===== config.mk =====
export PLATFORM = sky130hd
export DESIGN_NAME = pcdg_cfg
export DESIGN_NICKNAME = d
export VERILOG_FILES = /design/src/rtl/core/pcdg_pkg.sv /design/src/rtl/core/pcdg_cfg.sv
export SDC_FILE = /design/constraint.sdc
export NUM_CORES = 1
export LEC_CHECK = 0
export BUFFER_PORTS_ARGS = -buffer_cell sky130_fd_sc_hd__buf_2
export CAP_MARGIN = 10
export CORE_MARGIN = 8
export CORE_UTILIZATION = 54
export CTS_CLUSTER_SIZE = 20
export DETAILED_ROUTE_END_ITERATION = 8
export PLACE_DENSITY_LB_ADDON = 0.08
export RECOVER_POWER = 50
export SYNTH_ARGS = -nofsm -noshare
export SYNTH_HDL_FRONTEND = slang
export SYNTH_SLANG_ARGS = --single-unit

===== constraint.sdc =====
create_clock -name i_clk -period 2.1 [get_ports i_clk]
set_input_delay 0.315 -clock i_clk [delete_from_list [all_inputs] [get_ports i_clk]]
set_output_delay 0.315 -clock i_clk [all_outputs]
set_load 0.02 [all_outputs]

===== src/rtl/core/pcdg_pkg.sv =====
// Shared types and constants of the point cloud depth grid.
package pcdg_pkg;

    localparam int MAX_COLUMNS = 256;
    localparam int MAX_ROWS    = 256;
    localparam int COL_W       = $clog2(MAX_COLUMNS);
    localparam int ROW_W       = $clog2(MAX_ROWS);
    localparam int ADDR_W      = COL_W + ROW_W;
    localparam int SIZE_W      = 9;
    localparam int READ_W      = 8;
    localparam int DATA_W      = 32;
    localparam int PROD_W      = 2 * DATA_W;
    localparam int CFG_IDX_W   = 3;
    localparam int CFG_DATA_W  = 32;

    localparam logic [SIZE_W-1:0] RESET_GRID_SIZE  = 9'd256;
    localparam logic [DATA_W-1:0] RESET_SPACING    = 32'h0001_0000;
    localparam logic [DATA_W-1:0] RESET_FILL_DEPTH = 32'hFC18_0000;

    typedef enum logic [CFG_IDX_W-1:0] {
        CFG_GRID_COLUMNS        = 3'd0,
        CFG_GRID_ROWS           = 3'd1,
        CFG_CELL_WIDTH          = 3'd2,
        CFG_CELL_HEIGHT         = 3'd3,
        CFG_INVERSE_CELL_WIDTH  = 3'd4,
        CFG_INVERSE_CELL_HEIGHT = 3'd5,
        CFG_FILL_DEPTH          = 3'd6
    } t_cfg_reg;

    typedef enum logic [1:0] {
        ACT_CLEAR = 2'd0,
        ACT_ADD   = 2'd1,
        ACT_READ  = 2'd2
    } t_action;

    typedef struct packed {
        logic [1:0]               action;
        logic signed [DATA_W-1:0] point_x;
        logic signed [DATA_W-1:0] point_y;
        logic signed [DATA_W-1:0] point_z;
        logic [READ_W-1:0]        read_column;
        logic [READ_W-1:0]        read_row;
    } t_req;

    typedef struct packed {
        logic signed [DATA_W-1:0] cell_x;
        logic signed [DATA_W-1:0] cell_y;
        logic signed [DATA_W-1:0] cell_depth;
        logic                     out_of_grid;
    } t_rsp;

    // Configuration as the datapath sees it, grid sizes already clamped.
    typedef struct packed {
        logic [SIZE_W-1:0] columns;
        logic [SIZE_W-1:0] rows;
        logic [COL_W-1:0]  half_columns;
        logic [ROW_W-1:0]  half_rows;
        logic [DATA_W-1:0] cell_width;
        logic [DATA_W-1:0] cell_height;
        logic [DATA_W-1:0] inverse_cell_width;
        logic [DATA_W-1:0] inverse_cell_height;
        logic [DATA_W-1:0] fill_depth;
    } t_cfg;

    typedef enum logic [1:0] {
        MUL_POINT_X = 2'd0,
        MUL_POINT_Y = 2'd1,
        MUL_CELL_X  = 2'd2,
        MUL_CELL_Y  = 2'd3
    } t_mul_sel;

    typedef enum logic [2:0] {
        ST_SWEEP  = 3'd0,
        ST_IDLE   = 3'd1,
        ST_ADD_X  = 3'd2,
        ST_ADD_Y  = 3'd3,
        ST_ADD_WR = 3'd4,
        ST_RD_X   = 3'd5,
        ST_RD_Y   = 3'd6,
        ST_RD_OUT = 3'd7
    } t_state;

    typedef struct packed {
        logic     load_req;
        logic     sweep_start;
        logic     sweep_en;
        logic     mul_en;
        t_mul_sel mul_sel;
        logic     take_col;
        logic     store_add;
        logic     mem_rd;
        logic     take_cell_x;
        logic     load_rsp;
    } t_dp_cmd;

    typedef struct packed {
        logic sweep_last;
        logic rsp_free;
    } t_dp_stat;

endpackage


===== src/rtl/core/pcdg_cfg.sv =====
// Configuration registers with grid size clamping.
module pcdg_cfg (
    input  logic                           i_clk,
    input  logic                           i_rst_n,
    input  logic                           i_cfg_we,
    input  logic [pcdg_pkg::CFG_IDX_W-1:0] i_cfg_index,
    input  logic [pcdg_pkg::CFG_DATA_W-1:0] i_cfg_data,
    output pcdg_pkg::t_cfg                 o_cfg
);
    import pcdg_pkg::*;

    logic [SIZE_W-1:0] r_grid_columns;
    logic [SIZE_W-1:0] r_grid_rows;
    logic [DATA_W-1:0] r_cell_width;
    logic [DATA_W-1:0] r_cell_height;
    logic [DATA_W-1:0] r_inverse_cell_width;
    logic [DATA_W-1:0] r_inverse_cell_height;
    logic [DATA_W-1:0] r_fill_depth;
    logic [SIZE_W-1:0] cols;
    logic [SIZE_W-1:0] rows;

    always_ff @(posedge i_clk) begin
        if (!i_rst_n) begin
            r_grid_columns        <= RESET_GRID_SIZE;
            r_grid_rows           <= RESET_GRID_SIZE;
            r_cell_width          <= RESET_SPACING;
            r_cell_height         <= RESET_SPACING;
            r_inverse_cell_width  <= RESET_SPACING;
            r_inverse_cell_height <= RESET_SPACING;
            r_fill_depth          <= RESET_FILL_DEPTH;
        end else if (i_cfg_we) begin
            unique case (i_cfg_index)
                CFG_GRID_COLUMNS:        r_grid_columns        <= i_cfg_data[SIZE_W-1:0];
                CFG_GRID_ROWS:           r_grid_rows           <= i_cfg_data[SIZE_W-1:0];
                CFG_CELL_WIDTH:          r_cell_width          <= i_cfg_data[DATA_W-1:0];
                CFG_CELL_HEIGHT:         r_cell_height         <= i_cfg_data[DATA_W-1:0];
                CFG_INVERSE_CELL_WIDTH:  r_inverse_cell_width  <= i_cfg_data[DATA_W-1:0];
                CFG_INVERSE_CELL_HEIGHT: r_inverse_cell_height <= i_cfg_data[DATA_W-1:0];
                CFG_FILL_DEPTH:          r_fill_depth          <= i_cfg_data[DATA_W-1:0];
                default: ;
            endcase
        end
    end

    always_comb begin
        if (r_grid_columns == '0) begin
            cols = SIZE_W'(1);
        end else if (r_grid_columns > SIZE_W'(MAX_COLUMNS)) begin
            cols = SIZE_W'(MAX_COLUMNS);
        end else begin
            cols = r_grid_columns;
        end
        if (r_grid_rows == '0) begin
            rows = SIZE_W'(1);
        end else if (r_grid_rows > SIZE_W'(MAX_ROWS)) begin
            rows = SIZE_W'(MAX_ROWS);
        end else begin
            rows = r_grid_rows;
        end
    end

    always_comb begin
        o_cfg.columns             = cols;
        o_cfg.rows                = rows;
        o_cfg.half_columns        = cols[SIZE_W-1:1];
        o_cfg.half_rows           = rows[SIZE_W-1:1];
        o_cfg.cell_width          = r_cell_width;
        o_cfg.cell_height         = r_cell_height;
        o_cfg.inverse_cell_width  = r_inverse_cell_width;
        o_cfg.inverse_cell_height = r_inverse_cell_height;
        o_cfg.fill_depth          = r_fill_depth;
    end

endmodule


==> results of run 1 <==
-- layout make-up --
cell class              instances  area [um^2]  share of cell area, %
clock inverters                15          146                   1.71
multi-input cells             426         2890                   33.8
flip-flops and latches        178         3560                   41.7
well taps                     172          215                   2.52
inverters                       2         7.51                 0.0878
repair buffers                242         1300                   15.2
clock buffers                  17          425                   4.98
-- worst max-delay path, stage by stage (launching register included) --
cell	delay, ns
dfxtp_1	0.40
or4_1	0.55
o22ai_1	0.11
buf_2	0.19
-- metrics by stage --
stage          total power [mW]  cells  area [um^2]
2_1_floorplan              3.90    673         6820
3_3_place_gp               4.09   1020         8040
3_5_place_dp               4.10   1020         8040
4_1_cts                    7.15   1052         8610
5_1_grt                    7.33   1052         8550
6_report                   7.11   1052         8550
-- worst paths after layout --
kind	to	cells past startpoint	slack, ns
worst max-delay path	o_cfg[176]	3	0.12
worst min-delay path	r_fill_depth[16]$_SDFFE_PN0P_	3	0.16
worst max register to register	r_grid_rows[8]$_SDFFE_PN1P_	2	1.31
worst min register to register	r_fill_depth[16]$_SDFFE_PN0P_	2	0.45
-- report_power, final --
part	internal (mW)	switching, mW	total [mW]
clock network	1.68	1.42	3.10
registers	3.45	0.0420	3.49
logic	0.188	0.334	0.522
-- cells in the mapped netlist --
master,count,area (um^2)
buf_1,1,3.75
nand4bb_1,2,22.5
or4_1,4,30.0
clkbuf_1,27,101
nand4b_1,3,26.3
and4b_1,1,10.0
or4b_1,1,10.0
buf_2,15,75.1
buf_6,2,22.5
inv_1,2,7.51
nor4bb_1,1,10.0
dfxtp_1,178,3560
nor2b_1,38,238
mux2i_1,178,1780
o22ai_1,2,12.5
nand2_1,196,736
buf_4,22,165
-- sequential cells by signal (all words and copies together), names as in the netlist --
name	cells
r_cell_height	32
r_cell_width	32
r_fill_depth	32
r_grid_columns	9
r_grid_rows	9
r_inverse_cell_height	32
r_inverse_cell_width	32
-- repair_timing --
item | CTS | global route
hold buffers | 0 | 0
resized for setup | 0 | 1
setup endpoints to repair | 0 | 1
-- cells in the final DEF, fill, tap and decap left out --
master | Yosys | layout
inv_1 | 2 | 2
clkbuf_1 | 27 | 8
inv_8 | 0 | 3
inv_6 | 0 | 6
buf_2 | 15 | 221
clkbuf_2 | 0 | 4
or4_1 | 4 | 4
buf_12 | 0 | 6
nand2_1 | 196 | 196
nand4b_1 | 3 | 3
or4b_1 | 1 | 1
nor2b_1 | 38 | 38
nand4bb_1 | 2 | 2
nor4bb_4 | 0 | 1
dfxtp_1 | 178 | 177
dfxtp_2 | 0 | 1
and4b_1 | 1 | 1
bufinv_16 | 0 | 1
clkinv_2 | 0 | 3
o22ai_1 | 2 | 2
clkinvlp_4 | 0 | 2
mux2i_1 | 178 | 178
clkbuf_16 | 0 | 17
buf_4 | 22 | 3
-- cell families (layout without fill, tap and decap cells) --
logic type / after synthesis / in the layout
flip-flops: 178 / 178
multiplexers: 178 / 178
AO/OA/AOI/OAI: 2 / 2
AND/OR/NAND/NOR: 246 / 246
buffers and inverters: 69 / 276
-- metal layers --
layer,GRT usage [%],up-vias,share of wire [%]
met5,0,-,0.16
met4,5.38,6,0.91
met3,8.85,17,8.6
met2,37.5,154,49
met1,24.4,2520,41
li1,-,2579,-
==> impl_metrics.yaml, run 1 <==
timing:
  max_freq_ghz: 0.505
  slew_violations: 0
  holdWs_ns: 0.156
  worstMarginPinSlew_ns: 1.28
  hold_viol_final: 0
  fin_crit_sh_pct: 94.2
  setup_slack_ns: 0.122
  max_slew_margin_pct: 14.4
  skew_ns: 0
  fin_crit_ns: 1.98
  tns_ns: 0
  rsz0062_at_grt: "no"
  finalSetupViolations: 0
yosys:
  synth_top_family_by_area: "multiplexers"
  synthXorXnorAreaFrac_pct: 0
  ys_ff_latch: 178
  synth.net_count: 711
  muxShareOfSynthArea_pct: 26.1
  synth_adder_area_share_pct: 0
  synth_compound_area_share_pct: 0.184
  synthSimpleGateAreaFrac_pct: 15.9
  synth_cell_type_count: 17
  ys_seq_area_share_pct: 52.3
  synth_area_mm2: 0.00682
  syn_avg_cell_area_um2: 10.1
  synth_cells: 673
  ys_warn_count: 0
final_layout:
  final.fill_count: 1045
  layout-drive-gt1-share_pct: 30.5
  antenna_cells: 0
  synthToLayoutAreaGrowth_pct: 25.4
  utilization_pct: 68.6
  nets: 905
die:
  initial_core_util_pct: 54.7
  dieHeight_um: 128
  die_width_um: 128
  rows: 41
  die_area_mm2: 0.0165
  io_pins: 232
  core_area_mm2: 0.0125
global_routing:
  grt_antenna_before_repair: 3
  grtUsageTotal_pct: 21.7
  grt_pass1_vias: 5461
  grt_pass1_wl_mm: 28.3
  grt_start_max_net_pins: 57
  grt_overflow: 0
power_and_ir_drop:
  leakage_nw: 4.60
  power_density_mw_per_mm2: 831
  peakVddDrop_uv: 532
cts:
  cts_buffer_depth: 2
  htreeDepth: 4
  cts_tree: "done"
  cts_setup_buffers: 0
  numClockSinks: 178
  clk_pin_slew_worst_paths_ns: 0.07
  clk_latency_ns: 0.42
  cts_root_buf: "clkbuf_16"
  cts_buffers: 17
routing:
  wl_per_cell_um: 17.3
  wirelength_mm: 18.2
  vias: 5276
  ant_nets: 0
  post-route-drc-count: 0
  vias_per_cell: 5.02
  dr.pass1.iters: 4
  drtIter0Drc: 299
setup_path:
  r2r_start: "r_grid_rows[8]$_SDFFE_PN1P_"
  arrival_ns: 1.66
  crit_fanout: 12
  crit_path_start: "r_grid_rows[8]$_SDFFE_PN1P_"
  cp_data_required_time_ns: 1.78
  crit_type: "reg2out"
  cp-start-kind: "flip-flop"
  endpoint_kind: "output pin"
placement:
  preCtsSetupSlack_ns: 0.481
  gp_congestion: 0.773
  dp_hpwl_mm: 13.1
  placement.io_buffers: 231
hold_path:
  hold_class: "in2reg"
  min_from: "i_cfg_data[16]"
outcome:
  status: "finished, final reports clean"
job:
  drv_cap: 0
Power figures use the tool's default switching activity.
==> inputs of run 2 (changes only) <==
Settings changed: MAX_ROUTING_LAYER from default to met4.
==> run 2 against run 1 <==
Against the previous run:
- non-clock buffer count unchanged
- die area stayed put
- worst setup slack worse by 0.0035 ns
- clock power about the same
- first-iteration DRC count is 11% lower
- utilization is essentially flat
- fmax is 0.17% lower
- total power fell by 0.24%
- routed wire length down 0.18%
- clock-buffer cell count unchanged
- critical path depth did not move
==> impl_metrics.yaml, run 2 (same netlist as run 1, synthesis figures left out) <==
outcome:
  status: "finished, final reports clean"
setup_path:
  crit_type: "reg2out"
  crit_fanout: 12
  cp-start-kind: "flip-flop"
  r2r_start: "r_grid_rows[8]$_SDFFE_PN1P_"
  endpoint_kind: "output pin"
  crit_path_start: "r_grid_rows[8]$_SDFFE_PN1P_"
  arrival_ns: 1.67
  cp_data_required_time_ns: 1.78
job:
  drv_cap: 0
cts:
  clk_latency_ns: 0.42
  htreeDepth: 4
  cts_tree: "done"
  cts_root_buf: "clkbuf_16"
  clk_pin_slew_worst_paths_ns: 0.07
  cts_buffer_depth: 2
  numClockSinks: 178
  ctsHoldBuffers: 0
  cts_setup_buffers: 0
  cts_buffers: 17
die:
  dieHeight_um: 128
  die_width_um: 128
  initial_core_util_pct: 54.7
  rows: 41
  die_area_mm2: 0.0165
  core_area_mm2: 0.0125
  io_pins: 232
timing:
  fin_crit_ns: 1.98
  holdWs_ns: 0.156
  fin_crit_sh_pct: 94.4
  max_freq_ghz: 0.505
  max_slew_margin_pct: 18.0
  rsz0062_at_grt: "no"
  skew_ns: 0
  finalSetupViolations: 0
  slew_violations: 0
  hold_viol_final: 0
  tns_ns: 0
  worstMarginPinSlew_ns: 1.23
placement:
  dp_hpwl_mm: 13.1
  gp_congestion: 0.783
  placement.io_buffers: 231
routing:
  drtIter0Drc: 267
  post-route-drc-count: 0
  ant_nets: 0
  dr.pass1.iters: 4
  wl_per_cell_um: 17.2
  wirelength_mm: 18.2
  vias: 5298
  vias_per_cell: 5.02
global_routing:
  use_met1_pct: 25.2
  grtUsageTotal_pct: 22.4
  grt_pass1_vias: 5486
  grtUsageMet3_pct: 7.86
  grt_busiest_layer: "met2"
  grt_use_met2_pct: 37.5
  grt_start_max_net_pins: 57
  grt_overflow: 0
  grt_antenna_before_repair: 3
  grt_pass1_wl_mm: 28.3
power_and_ir_drop:
  peakVddDrop_uv: 530
  leakage_nw: 4.60
  power_density_mw_per_mm2: 830
final_layout:
  layout-drive-gt1-share_pct: 30.5
  final_common_cell: "buf_2"
  nets: 905
  mostFrequentLayoutCells: "221 x buf_2, 196 x nand2_1, 178 x mux2i_1, 177 x dfxtp_1, 38 x nor2b_1"
  synthToLayoutAreaGrowth_pct: 25.4
  utilization_pct: 68.5
hold_path:
  hold_class: "in2reg"
  min_from: "i_cfg_data[16]"
-- run 2: worst max-delay path, stage by stage (launching register included) --
cell and delay, ns:
dfxtp_1 0.41, or4_1 0.55, o22ai_1 0.11, buf_2 0.19
-- run 2: metal layers --
metal | wire, um | up-vias
met1 | 7530 | 2546
met4 | 140 | 0
met2 | 9120 | 156
met3 | 1390 | 12
met5 | 0 | -
li1 | - | 2584
-- run 2: path summary, 6_finish.rpt --
| path | endpoint | slack, ns | cells after the start |
|---|---|---|---|
| worst min register to register | r_fill_depth[16]$_SDFFE_PN0P_ | 0.46 | 2 |
| worst max-delay path | o_cfg[176] | 0.12 | 3 |
| worst max register to register | r_grid_rows[8]$_SDFFE_PN1P_ | 1.31 | 2 |
| worst min-delay path | r_fill_depth[16]$_SDFFE_PN0P_ | 0.16 | 3 |
-- run 2: what timing repair did --
| item | 4_1_cts | 5_1_grt |
|---|---|---|
| endpoints found under the hold margin | 0 | 0 |
| endpoints found under the setup margin | 0 | 1 |
| resized for setup | 0 | 1 |
-- run 2: area by class of cell --
cell class,count,area [um^2]
clock buffers,17,425
fillers,1046,3920
well taps,172,215
inverters,2,7.51
diodes,3,7.51
repair buffers,242,1290
flip-flops and latches,178,3560
multi-input cells,426,2890
clock inverters,15,146
-- run 2: per-stage QoR --
step                      power [mW]  instances  setup WS, ns  area (um^2)
final                           7.09       1055         0.118         8540
after global routing            7.32       1055        0.0101         8540
after CTS                       7.15       1052        0.0784         8610
after detailed placement        4.10       1020         0.481         8040
after global placement          4.09       1020         0.521         8040
after floorplan                 3.90        673         0.447         6820
-- run 2: power breakdown --
part	switching, mW	internal [mW]
clock	1.41	1.67
combinational	0.333	0.185
sequential	0.0422	3.45
