$ cat src/rtl/core/pcdg_pkg.sv
// Shared types and constants of the point cloud depth grid.
package pcdg_pkg;

    localparam int MAX_COLUMNS = 256;
    localparam int MAX_ROWS    = 256;
    localparam int COL_W       = $clog2(MAX_COLUMNS);
    localparam int ROW_W       = $clog2(MAX_ROWS);
    localparam int ADDR_W      = COL_W + ROW_W;
    localparam int SIZE_W      = 9;
    localparam int READ_W      = 8;
    localparam int DATA_W      = 32;
    localparam int PROD_W      = 2 * DATA_W;
    localparam int CFG_IDX_W   = 3;
    localparam int CFG_DATA_W  = 32;

    localparam logic [SIZE_W-1:0] RESET_GRID_SIZE  = 9'd256;
    localparam logic [DATA_W-1:0] RESET_SPACING    = 32'h0001_0000;
    localparam logic [DATA_W-1:0] RESET_FILL_DEPTH = 32'hFC18_0000;

    typedef enum logic [CFG_IDX_W-1:0] {
        CFG_GRID_COLUMNS        = 3'd0,
        CFG_GRID_ROWS           = 3'd1,
        CFG_CELL_WIDTH          = 3'd2,
        CFG_CELL_HEIGHT         = 3'd3,
        CFG_INVERSE_CELL_WIDTH  = 3'd4,
        CFG_INVERSE_CELL_HEIGHT = 3'd5,
        CFG_FILL_DEPTH          = 3'd6
    } t_cfg_reg;

    typedef enum logic [1:0] {
        ACT_CLEAR = 2'd0,
        ACT_ADD   = 2'd1,
        ACT_READ  = 2'd2
    } t_action;

    typedef struct packed {
        logic [1:0]               action;
        logic signed [DATA_W-1:0] point_x;
        logic signed [DATA_W-1:0] point_y;
        logic signed [DATA_W-1:0] point_z;
        logic [READ_W-1:0]        read_column;
        logic [READ_W-1:0]        read_row;
    } t_req;

    typedef struct packed {
        logic signed [DATA_W-1:0] cell_x;
        logic signed [DATA_W-1:0] cell_y;
        logic signed [DATA_W-1:0] cell_depth;
        logic                     out_of_grid;
    } t_rsp;

    // Configuration as the datapath sees it, grid sizes already clamped.
    typedef struct packed {
        logic [SIZE_W-1:0] columns;
        logic [SIZE_W-1:0] rows;
        logic [COL_W-1:0]  half_columns;
        logic [ROW_W-1:0]  half_rows;
        logic [DATA_W-1:0] cell_width;
        logic [DATA_W-1:0] cell_height;
        logic [DATA_W-1:0] inverse_cell_width;
        logic [DATA_W-1:0] inverse_cell_height;
        logic [DATA_W-1:0] fill_depth;
    } t_cfg;

    typedef enum logic [1:0] {
        MUL_POINT_X = 2'd0,
        MUL_POINT_Y = 2'd1,
        MUL_CELL_X  = 2'd2,
        MUL_CELL_Y  = 2'd3
    } t_mul_sel;

    typedef enum logic [2:0] {
        ST_SWEEP  = 3'd0,
        ST_IDLE   = 3'd1,
        ST_ADD_X  = 3'd2,
        ST_ADD_Y  = 3'd3,
        ST_ADD_WR = 3'd4,
        ST_RD_X   = 3'd5,
        ST_RD_Y   = 3'd6,
        ST_RD_OUT = 3'd7
    } t_state;

    typedef struct packed {
        logic     load_req;
        logic     sweep_start;
        logic     sweep_en;
        logic     mul_en;
        t_mul_sel mul_sel;
        logic     take_col;
        logic     store_add;
        logic     mem_rd;
        logic     take_cell_x;
        logic     load_rsp;
    } t_dp_cmd;

    typedef struct packed {
        logic sweep_last;
        logic rsp_free;
    } t_dp_stat;

endpackage

$ cat src/rtl/core/pcdg_ctrl.sv
// Controller state machine: sequences sweeps, adds and reads.
module pcdg_ctrl (
    input  logic               i_clk,
    input  logic               i_rst_n,
    input  logic               i_req_valid,
    input  logic [1:0]         i_action,
    input  pcdg_pkg::t_dp_stat i_stat,
    output logic               o_req_ready,
    output pcdg_pkg::t_dp_cmd  o_cmd
);
    import pcdg_pkg::*;

    t_state r_state;
    t_state n_state;

    always_ff @(posedge i_clk) begin
        if (!i_rst_n) begin
            r_state <= ST_SWEEP;
        end else begin
            r_state <= n_state;
        end
    end

    always_comb begin
        n_state       = r_state;
        o_req_ready   = 1'b0;
        o_cmd         = '0;
        o_cmd.mul_sel = MUL_POINT_X;
        unique case (r_state)
            ST_SWEEP: begin
                o_cmd.sweep_en = 1'b1;
                if (i_stat.sweep_last) begin
                    n_state = ST_IDLE;
                end
            end
            ST_IDLE: begin
                o_req_ready = 1'b1;
                if (i_req_valid) begin
                    o_cmd.load_req = 1'b1;
                    unique case (i_action)
                        ACT_CLEAR: begin
                            o_cmd.sweep_start = 1'b1;
                            n_state           = ST_SWEEP;
                        end
                        ACT_ADD:  n_state = ST_ADD_X;
                        ACT_READ: n_state = ST_RD_X;
                        default:  n_state = ST_IDLE;
                    endcase
                end
            end
            ST_ADD_X: begin
                o_cmd.mul_en  = 1'b1;
                o_cmd.mul_sel = MUL_POINT_X;
                n_state       = ST_ADD_Y;
            end
            ST_ADD_Y: begin
                o_cmd.take_col = 1'b1;
                o_cmd.mul_en   = 1'b1;
                o_cmd.mul_sel  = MUL_POINT_Y;
                n_state        = ST_ADD_WR;
            end
            ST_ADD_WR: begin
                o_cmd.store_add = 1'b1;
                n_state         = ST_IDLE;
            end
            ST_RD_X: begin
                o_cmd.mem_rd  = 1'b1;
                o_cmd.mul_en  = 1'b1;
                o_cmd.mul_sel = MUL_CELL_X;
                n_state       = ST_RD_Y;
            end
            ST_RD_Y: begin
                o_cmd.take_cell_x = 1'b1;
                o_cmd.mul_en      = 1'b1;
                o_cmd.mul_sel     = MUL_CELL_Y;
                n_state           = ST_RD_OUT;
            end
            ST_RD_OUT: begin
                // wait here while the previous response is still held
                if (i_stat.rsp_free) begin
                    o_cmd.load_rsp = 1'b1;
                    n_state        = ST_IDLE;
                end
            end
            default: n_state = ST_IDLE;
        endcase
    end

endmodule

$ cat config.mk
export PLATFORM = sky130hd
export DESIGN_NAME = pcdg_ctrl
export DESIGN_NICKNAME = d
export VERILOG_FILES = /design/src/rtl/core/pcdg_pkg.sv /design/src/rtl/core/pcdg_ctrl.sv
export SDC_FILE = /design/constraint.sdc
export NUM_CORES = 1
export LEC_CHECK = 0
export ABC_CLOCK_PERIOD_IN_PS = 1300
export BUFFER_PORTS_ARGS = -buffer_cell sky130_fd_sc_hd__buf_2
export CAP_MARGIN = 20
export CELL_PAD_IN_SITES_DETAIL_PLACEMENT = 1
export CELL_PAD_IN_SITES_GLOBAL_PLACEMENT = 2
export CORE_MARGIN = 5
export CORE_UTILIZATION = 19
export DETAILED_ROUTE_END_ITERATION = 10
export HOLD_SLACK_MARGIN = 0.15
export PLACE_DENSITY = 0.8
export SLEW_MARGIN = 20
export SYNTH_ARGS = -nofsm -noshare
export SYNTH_HDL_FRONTEND = slang
export SYNTH_SLANG_ARGS = --single-unit
$ cat constraint.sdc
create_clock -name i_clk -period 1.3 [get_ports i_clk]
set_input_delay 0.195 -clock i_clk [delete_from_list [all_inputs] [get_ports i_clk]]
set_output_delay 0.195 -clock i_clk [all_outputs]
set_load 0.05 [all_outputs]
==> results.md, run 1 <==
- Worst Setup Path Type: reg2out
- Leakage power: roughly 0.38 nW
- Sequential fraction of the synthesis area: approximately a fifth
- Largest Register: r_state
- Design Area, Final: 835 um^2
- Critical path buffers and inverters: 1
- Die Height: 50.2 um
- Global route overflow: 0
- Vias in the first global route: 457
- Worst slew margin: ~80%
- Startpoint types: flop
- Unrepaired setup endpoints after global routing: yes
- Initial Utilization: between 20 and 25%
- Placed instance area: 574 um^2
- Final setup fails: 11
- Number of antenna diodes: 0
- Slowest-stage cell, CP: dfxtp_4
- Arrival @ worst endpoint: about 1.3 ns
- Residual DRC count: 0
- Final Slew Violations: 0
- Num CTS Buffers: 3
- Area grow syn2layout: 172%
- Clock transition at path regs: roughly 0.040 ns
- WL final: 1.47 mm
- Total number of vias: approximately 470
- Peak VDD IR: ~0.4 mV
- Worst hold path class: in2reg
- # rows: 14
- WP data required: 1.11 ns
- FILL cells: ~190
- Setup WS pre-CTS: -0.116 ns
- Mapped Nets: 50
- CP peak stage delay: 0.37 ns
- Max clock buf depth: 2
- Kind of cell adding the most delay to the critical path: simple AND/OR/NAND/NOR gates
- HPWL after DPL: around 910 um
- Total global routing track utilization: between 10% and 20%
- CTS H-tree lvls: 1
- Non-Filler Instances: 97
- Multi-input gate area: 385 um^2
- Placed cells: 85
- Status: finished, violations left
- Final Hold Fails: 0
- Total of warnings raised by yosys: 0
- Sw Share: approximately 42%
- Comb power frac: about 59%
- Die area: roughly 2500 um^2
- Routed len/inst: 15.2 um
- Ports: 19
- Pwr dens: ~900 nW/um^2
- Worst path cell trace: nor2_4 -> and3_4 -> nor3b_4 -> buf_6
- Sequential share of power: between 10% and 20%
- Die Wd: 50.2 um
- Clk_lat worst skew: 0.25 ns
- Tmin final: approximately 1.5 ns
- Worst-Margin Slew: between 0.2 and 0.3 ns
- Final #Nets: 89
- PnR worst setup slack: -0.152 ns
- Layout cell share with drive strength beyond 1: between 80% and 90%
- Crit-path max FO: 8
- Clk sinks: 3
- First drt pass iteration count: 1
- Final Cycle Share: 112%
- Synth Area per Inst: 7.13 um^2
- Clock root buffer: clkbuf_4
- Max_cap viols: 0
- Via density: 4.81
- CTS tree: built
- Antenna violations before repair: 0
- FMAX: 689 MHz
- Synth cell types: 24
- Most frequent cells in the layout: 14 x buf_6, 14 x buf_4, 7 x buf_2
- Failing checks: negative setup slack
- First-pass GRT wire length: between 2 and 2.5 mm
- # port buffers: 18
- Switching pwr: ~0.31 mW
- Clock Skew: between 0.006 and 0.007 ns
- Clk pwr share: about a quarter
- FF/Latch Area: 71.3 um^2
- Post-Syn Area: ~300 um^2
- #FFs+latches synth: 3
- CP Capture Type: output pin
- Synthesized instance count: 43
- Max reg flops: 3
- Post-route ant nets: 0
- GPL Wtd Cong: slightly below 0.7
- Initial DRC Count: 0
- Int Pwr: ~0.43 mW
- Core ar.: 1520 um^2
- Top flop regs: r_state (3)
- Pin count of the biggest net entering global routing: 9
[layout make-up]
class                      count  area share [%]
clock buffer                   4            3.15
sequential                     3            8.55
timing repair buffer          37            39.3
inverter                       1           0.450
tap                           16            2.40
multi-input combinational     36            46.2
[cells by family after synthesis]
group	count (synthesis)	share of synthesized area (%)
AOI/OAI and AO/OA	10	24.5
xor gates and xnor gates	1	2.86
buffers and inverters	4	6.12
DFF	3	19.6
and+or+nand+nor	25	46.9
[per-stage QoR]
stage | setup TNS (ns) | util (%) | hold slack, ns | power [mW]
finish | -0.944 | 54.8 | 0.228 | 0.741
global route | -1.61 | 54.8 | 0.245 | 0.781
CTS | -0.808 | 48.7 | 0.226 | 0.690
detailed placement | -0.532 | 37.7 | 0.483 | 0.433
global placement | -0.365 | 37.7 | 0.486 | 0.428
floorplan | -0.611 | - | 0.329 | 0.349
[worst reg2reg max path: stages, from the launching register on]
cell	delay, ns
dfxtp_4	0.36
buf_6	0.13
or4_4	0.43
o211a_1	0.17
a31oi_1	0.17
[what timing repair did]
action / in CTS / in global routing
gates resized for setup: 36 / 12
hold buffers: 0 / 0
buffers inserted: 4 / 4
endpoints found under the setup margin: 15 / 15
pin swaps: 9 / 3
[path summary, 6_finish.rpt]
path | cells after the start | slack [ns] | from | endpoint
worst max register to register | 4 | -0.07 | r_state[0] | r_state[1]
worst min-delay path | 3 | 0.23 | i_rst_n | r_state[0]
worst min register to register | 2 | 0.76 | r_state[1] | r_state[2]
worst max-delay path | 4 | -0.15 | r_state[1] | o_cmd[9]
[layer usage]
metal / vias up / GRT usage [%] / routed length, um
met5: - / 0 / 0
met4: 0 / 3.93 / 21
met3: 5 / 4.73 / 84
met2: 12 / 17.8 / 749
met1: 222 / 14.1 / 615
li1: 228 / - / -
[cells in the mapped netlist (all sizes together)]
cell type	number	share of area, %
a21boi	2	4.9
a2bb2oi	1	2.9
a31oi	2	4.1
and3	1	2.0
and3b	1	2.9
buf	3	4.9
dfxtp	3	20
inv	1	1.2
nand2	6	7.3
nand2b	1	2.0
nand4b	2	5.7
nor2	5	6.1
nor2b	2	4.1
nor3	1	1.6
nor3b	2	4.9
o211a	1	3.3
o21ai	1	1.6
o21bai	2	4.9
o221ai	1	2.9
or2	2	4.1
or2b	1	2.4
or4	1	3.7
xnor2	1	2.9
[power groups by stage]
stage               Clock [mW]  Sequential [mW]  Combinational (mW)
global route             0.188            0.129               0.464
floorplan                    0            0.116               0.233
finish                   0.176            0.125               0.440
CTS                      0.173            0.125               0.391
global placement             0            0.130               0.299
detailed placement           0            0.131               0.302
Power figures use the tool's default switching activity.
==> run 2: changes to the inputs <==
--- a/config.mk
+++ b/config.mk
@@ -5,16 +5,17 @@
 export SDC_FILE = /design/constraint.sdc
 export NUM_CORES = 1
 export LEC_CHECK = 0
+export ABC_AREA = 1
 export ABC_CLOCK_PERIOD_IN_PS = 1300
 export BUFFER_PORTS_ARGS = -buffer_cell sky130_fd_sc_hd__buf_2
 export CAP_MARGIN = 20
 export CELL_PAD_IN_SITES_DETAIL_PLACEMENT = 1
 export CELL_PAD_IN_SITES_GLOBAL_PLACEMENT = 2
 export CORE_MARGIN = 5
-export CORE_UTILIZATION = 19
+export CORE_UTILIZATION = 18
 export DETAILED_ROUTE_END_ITERATION = 10
 export HOLD_SLACK_MARGIN = 0.15
-export PLACE_DENSITY = 0.8
+export PLACE_DENSITY = 0.78
 export SLEW_MARGIN = 20
 export SYNTH_ARGS = -nofsm -noshare
 export SYNTH_HDL_FRONTEND = slang
==> run 2 against run 1 <==
Effect of this change: the run still ends with negative setup slack left; worst hold slack worse by 0.018 ns; core utilization down 16 points; via count down 9.9%; clock power down 5%; final cell count up 12%; register-to-register slack better by 0.25 ns; maximum frequency up 6.5%; clock skew down 0.0060 ns; critical path type unchanged; largest cell class unchanged.
==> results.md, run 2 <==
- Final Cycle Share: 105% (-6.8 points)
- #FFs+latches synth: 3 (unchanged)
- Max_cap viols: 0 (unchanged)
- Sequential share of power: 21.6% (+4.8 points)
- Biggest area consumer among synthesized cells: dfxtp_1
- CTS Hold Bufs: 0 (unchanged)
- Worst path cell trace: inv_4 -> nand3_4 -> buf_12 -> nor2_4 -> buf_8
- Synth cell types: 19 (-21%)
- Via density: 3.86 (-20%)
- Num CTS Buffers: 3 (unchanged)
- EDFF count, synth: 0 (unchanged)
- Clock root buffer: clkbuf_4
- Initial Utilization: 19.2% (-0.90 points)
- GPL Wtd Cong: 0.680 (-1.1%)
- Crit-path max FO: 7 (-1)
- Pin count of the biggest net entering global routing: 9 (unchanged)
- HPWL after DPL: 864 um (-5.5%)
- Startpoint types: flop
- First drt pass iteration count: 1 (unchanged)
- Mapped Nets: 66 (+32%)
- Adder and majority gate portion of the synthesized area: 0% (unchanged)
- # rows: 15 (+1)
- Max clock buf depth: 2 (unchanged)
- CTS H-tree lvls: 1 (unchanged)
- Tmin final: 1.36 ns (-0.0887 ns)
- WL final: 1.12 mm (-24%)
- Simple-gate share of the synthesized area: 52.8% (+5.8 points)
- Final #Nets: 92 (+3.4%)
- Worst slew margin: 86.4% (+4.4 points)
- WP data required: 1.11 ns (about the same)
- Max reg flops: 3 (unchanged)
- Non-Filler Instances: 109 (+12%)
- Kind of cell adding the most delay to the critical path: flip-flops
- Post-Synth XOR/XNOR Area: 0% (-2.9 points)
- Sequential fraction of the synthesis area: 17.7% (-1.9 points)
- Number of antenna diodes: 0 (unchanged)
- Critical path buffers and inverters: 3 (+2)
- Worst-Margin Slew: 0.203 ns (-0.0642 ns)
- Largest family of logic cells by synthesized area: simple AND/OR/NAND/NOR gates
- Post-Syn Area: 339 um^2 (+11%)
- Final Slew Violations: 0 (unchanged)
- Post-synth top flop: dfxtp_1
- Most common cell in the netlist: nand2_1
- Clock Skew: 0.000238 ns (-0.00603 ns)
- Largest Register: r_state
- Initial DRC Count: 0 (unchanged)
- Most frequent cells in the layout: 12 x nand2_1, 10 x inv_1, 8 x buf_6
- Setup WS pre-CTS: -0.00621 ns (+0.110 ns)
- Die Height: 53.4 um (+6.4%)
- Synth Area per Inst: 5.75 um^2 (-19%)
- Die Wd: 53.4 um (+6.4%)
- Int Pwr: 0.315 mW (-26%)
- Routed len/inst: 10.3 um (-32%)
- Global route overflow: 0 (unchanged)
- Die area: 2850 um^2 (+13%)
- Total number of vias: 421 (-9.9%)
- Most common cell after layout, fill and taps aside: nand2_1
- Post-route ant nets: 0 (unchanged)
- Final Hold Fails: 0 (unchanged)
- Synthesized instance count: 59 (+37%)
- Synth Area in Compound Gates: 6.64% (-18 points)
- Core ar.: 1760 um^2 (+16%)
- Ports: 19 (unchanged)
- Worst Setup Path Type: reg2out
- Synth top cells by count: 15 x nand2_1, 13 x inv_1, 7 x nor2_1
- CTS tree: built
- PnR worst setup slack: -0.0632 ns (+0.0887 ns)
- Share of the synthesized area in the top cell type: 17.7% (-1.9 points)
- Residual DRC count: 0 (unchanged)
- Vias in the first global route: 447 (-2.2%)
- Clk_lat worst skew: 0.23 ns (-0.02 ns)
- Peak VDD IR: 0.305 mV (-24%)
- Switching pwr: 0.213 mW (-32%)
- First-pass GRT wire length: 1.86 mm (-15%)
- Synth top area cells: dfxtp_1 18%, nand2_1 17%, inv_1 14%, nand3_2 8.9%, nor2_1 7.7%
- Synth async-reset ratio: 0% (unchanged)
- Total global routing track utilization: 8.70% (-2.7 points)
- FMAX: 734 MHz (+6.5%)
- Clk sinks: 3 (unchanged)
- Worst hold path class: in2reg
- Placed cells: 102 (+20%)
- Unrepaired setup endpoints after global routing: yes
- Sw Share: 40.3% (-1.8 points)
- Fin Hold WS: 0.211 ns (-0.0177 ns)
- Status: finished, violations left
- Area grow syn2layout: 103%
- Total of warnings raised by yosys: 0 (unchanged)
- Antenna violations before repair: 0 (unchanged)
- Leakage power: 0.357 nW (-6.2%)
- CP peak stage delay: 0.37 ns (about the same)
- Layout cell share with drive strength beyond 1: 60.7% (-20 points)
- # port buffers: 18 (unchanged)
- Clock transition at path regs: 0.04 ns (about the same)
- Final setup fails: 5 (-6)
- Clk pwr share: 31.7% (+7.9 points)
- Arrival @ worst endpoint: 1.17 ns (-0.09 ns)
- CP Capture Type: output pin
- Slowest-stage cell, CP: dfxtp_4
- Comb power frac: 46.7% (-13 points)
- Mux cell area share after synthesis: 0% (unchanged)
- Top flop regs: r_state (3)
- Failing checks: negative setup slack
- Pwr dens: 770 nW/um^2 (-13%)
run 2: cell types whose count changed after synthesis, sizes merged, moves of 2 or more:
cell and delta:
a31oi -2, o21bai -2, nand2 +10, nand3 +5, nor2b -2, nor2 +6
nand4b -2, or2 -2, inv +14, a21oi +2, nor3b -2
run 2: path summary, 6_finish.rpt:
path | to | slack (ns) | cells after the start | from
hold reg to reg | r_state[2] | 0.64 | 2 | r_state[2]
hold / removal | r_state[2] | 0.21 | 3 | i_rst_n
setup reg to reg | r_state[0] | 0.18 | 8 | r_state[2]
setup / recovery | o_cmd[10] | -0.06 | 5 | r_state[2]
run 2: routing by layer:
metal | share of wire, % | global-route usage (%) | vias up
met5 | 0 | 0 | -
met4 | 0 | 3.83 | 0
met3 | 4.1 | 0.845 | 0
met2 | 52 | 14.9 | 11
met1 | 43 | 10.8 | 184
li1 | - | - | 226
run 2: cell type report:
type                    instances  area [um^2]
clock buffers                   4         26.3
fillers                       227         1080
inverters                      15         61.3
multi-input cells              39          267
flip-flops and latches          3         71.3
well taps                      25         31.3
repair buffers                 23          230
run 2: logic make-up after synthesis:
family / count (synthesis)
simple gates: 35
buf+inv: 17
compound gates: 4
flops: 3
run 2: power groups by stage:
stage               Combinational, mW  Sequential (mW)  Clock [mW]
finish                          0.247            0.114       0.168
global route                    0.267            0.117       0.176
CTS                             0.209            0.115       0.168
detailed placement              0.182            0.113           0
global placement                0.180            0.112           0
floorplan                       0.153            0.103           0
run 2: stage by stage:
step / setup TNS [ns] / instance area [um^2] / power [mW] / util, %
final: -0.188 / 687 / 0.529 / 38.9
after global routing: -0.581 / 687 / 0.560 / 38.9
after CTS: -0.105 / 618 / 0.491 / 35.0
after detailed placement: -0.00859 / 497 / 0.294 / 28.2
after global placement: 0 / 497 / 0.292 / 28.2
after floorplan: -0.492 / 379 / 0.256 / -
run 2: worst register-to-register path, delay by kind of cell, from the launching register on:
kind,cells,cell delay (ns)
flip-flops,1,0.40
buffers and inverters,3,0.22
AND/OR/NAND/NOR,5,0.41
run 2: timing repair:
action	in CTS	in global routing
gates cloned	0	0
buffers inserted	1	2
setup endpoints to repair	12	12
gates resized for setup	31	13
pin swaps	1	3
==> run 3: changes to the inputs <==
--- a/config.mk
+++ b/config.mk
@@ -9,13 +9,14 @@
 export ABC_CLOCK_PERIOD_IN_PS = 1300
 export BUFFER_PORTS_ARGS = -buffer_cell sky130_fd_sc_hd__buf_2
 export CAP_MARGIN = 20
-export CELL_PAD_IN_SITES_DETAIL_PLACEMENT = 1
+export CELL_PAD_IN_SITES_DETAIL_PLACEMENT = 0
 export CELL_PAD_IN_SITES_GLOBAL_PLACEMENT = 2
 export CORE_MARGIN = 5
-export CORE_UTILIZATION = 18
+export CORE_UTILIZATION = 20
+export CTS_BUF_LIST = sky130_fd_sc_hd__clkbuf_2
 export DETAILED_ROUTE_END_ITERATION = 10
 export HOLD_SLACK_MARGIN = 0.15
-export PLACE_DENSITY = 0.78
+export PLACE_DENSITY = 0.85
 export SLEW_MARGIN = 20
 export SYNTH_ARGS = -nofsm -noshare
 export SYNTH_HDL_FRONTEND = slang
==> run 3 against run 2 <==
Effect of this change: the run now ends clean; register-to-register slack hardly changed; die area decreased by 8.2%; combinational power shrank 13%; final cell count decreased by 10%; first-iteration DRC count increased by 6; clock power shrank 23%; cell area shrank 9.7%; largest cell class unchanged; core utilization increased by 0.87 points; flip-flop and latch count unchanged; global-route usage shrank 1.0 points; highest routed layer is now met4.
==> results.md, run 3 (same netlist as run 2, synthesis figures left out) <==
- Clock Skew: 0.00432 ns (+0.00408 ns)
- Initial Utilization: 21.7% (+2.5 points)
- Final Core Density: 39.8% (+0.87 points)
- Placed instance area: 485 um^2 (-2.3%)
- FMAX: 774 MHz (+5.5%)
- Number of antenna diodes: 0 (unchanged)
- Total global routing track utilization: 7.67% (-1.0 points)
- Layout cell share with drive strength beyond 1: 59.8% (-0.96 points)
- Final setup TNS: 0 ns (+0.188 ns)
- First-pass GRT wire length: 1.44 mm (-23%)
- Peak VDD IR: 0.219 mV (-28%)
- Die area: 2620 um^2 (-8.2%)
- Die Height: 51.2 um (-4.2%)
- Clock transition at path regs: 0.05 ns (about the same)
- Vias in the first global route: 375 (-16%)
- Residual DRC count: 0 (unchanged)
- Int Pwr: 0.259 mW (-18%)
- Die Wd: 51.2 um (-4.2%)
- CTS tree: built
- Unrepaired setup endpoints after global routing: yes
- Global route overflow: 0 (unchanged)
- Status: finished clean
- Max reg flops: 3 (unchanged)
- Core ar.: 1560 um^2 (-12%)
- Arrival @ worst endpoint: 1.10 ns (-0.07 ns)
- WL final: 954 um (-15%)
- Final Slew Violations: 0 (unchanged)
- Clk_lat worst skew: 0.20 ns (-0.03 ns)
- Final setup fails: 0 (-5)
- Worst Setup Path Type: reg2out
- Pin count of the biggest net entering global routing: 9 (unchanged)
- HPWL after DPL: 756 um (-12%)
- Design Area, Final: 621 um^2 (-9.7%)
- Clock root buffer: clkbuf_2
- Largest Register: r_state
- Tmin final: 1.29 ns (-0.0714 ns)
- Ports: 19 (unchanged)
- CTS Hold Bufs: 0 (unchanged)
- PnR worst setup slack: 0.00813 ns (+0.0714 ns)
- Sw Share: 43.6% (+3.2 points)
- Clk pwr share: 28.3% (-3.4 points)
- Num CTS Buffers: 3 (unchanged)
- Antenna violations before repair: 0 (unchanged)
- Fin Hold WS: 0.238 ns (+0.0276 ns)
- Via density: 4.23 (+9.6%)
- Initial DRC Count: 6 (+6)
- # rows: 14 (-1)
- Crit-path max FO: 7 (unchanged)
- Leakage power: 0.336 nW (-5.9%)
- Startpoint types: flop
- First drt pass iteration count: 2 (+1)
- FILL cells: 171 (-25%)
- Worst slew margin: 85.9% (-0.41 points)
- Pwr dens: 738 nW/um^2 (-4.1%)
- Sequential share of power: 24.8% (+3.2 points)
- Max clock buf depth: 2 (unchanged)
- GPL Wtd Cong: 0.705 (+3.7%)
- CTS H-tree lvls: 1 (unchanged)
- Worst hold path class: in2reg
- Final #Nets: 90 (-2.2%)
- Placed cells: 93 (-8.8%)
- Most frequent cells in the layout: 12 x nand2_1, 12 x inv_1, 7 x buf_6
- Total number of vias: 415 (-1.4%)
- Post-route ant nets: 0 (unchanged)
- Setup WS pre-CTS: -0.0197 ns (-0.0135 ns)
- Final Cycle Share: 99.4% (-5.5 points)
- CP Capture Type: output pin
- Area grow syn2layout: 83.0%
- Final Hold Fails: 0 (unchanged)
- Comb power frac: 46.9% (+0.2 points)
- Max_cap viols: 0 (unchanged)
- WP data required: 1.11 ns (about the same)
- Total power draw: 0.458 mW (-13%)
- Switching pwr: 0.200 mW (-6.4%)
- Top flop regs: r_state (3)
- Non-Filler Instances: 98 (-10%)
- # port buffers: 18 (unchanged)
- Clk sinks: 3 (unchanged)
- Routed len/inst: 9.73 um (-5.3%)
- Worst-Margin Slew: 0.209 ns (+0.00605 ns)
run 3: changes by cell type in the layout (fill, tap and decap cells not counted), sizes merged:
cell and delta:
buf -3, clkbuf +1
run 3: final cells by class:
class / count / area [um^2] / share of cell area [%]
multi-input cells: 39 / 264 / 42.5
well taps: 16 / 20.0 / 3.23
flip-flops and latches: 3 / 71.3 / 11.5
clock buffers: 4 / 20.0 / 3.23
repair buffers: 21 / 184 / 29.6
inverters: 15 / 61.3 / 9.88
run 3: timing repair:
action                                  CTS  global route
pin swaps                                 1             0
gates resized for setup                  22            15
gates cloned                              0             0
endpoints found under the setup margin   12            11
setup buffers                             0             1
run 3: path summary, 6_finish.rpt:
kind / slack, ns / end / cells past startpoint / startpoint
min reg2reg: 0.62 / r_state[2] / 2 / r_state[0]
min: 0.24 / r_state[2] / 3 / i_rst_n
max reg2reg: 0.17 / r_state[0] / 8 / r_state[2]
max: 0.008 / o_cmd[7] / 5 / r_state[1]
run 3: power by group through the flow:
stage / registers, mW / logic [mW] / clock network, mW
6_report: 0.114 / 0.215 / 0.130
3_5_place_dp: 0.113 / 0.179 / 0
5_1_grt: 0.115 / 0.234 / 0.143
2_1_floorplan: 0.103 / 0.153 / 0
4_1_cts: 0.111 / 0.197 / 0.135
3_3_place_gp: 0.113 / 0.179 / 0
run 3: layer usage:
layer | GRT usage (%) | wire length, um
met1 | 8.36 | 377
met2 | 12.9 | 498
met3 | 0.291 | 62
met4 | 8.07 | 16
met5 | 0 | 0
run 3: critical path, cell delays in order, from the launching register on:
cell and delay, ns:
dfxtp_4 0.40, nand2_2 0.08, nor2_4 0.13, inv_2 0.07, nand2_2 0.07, buf_8 0.14
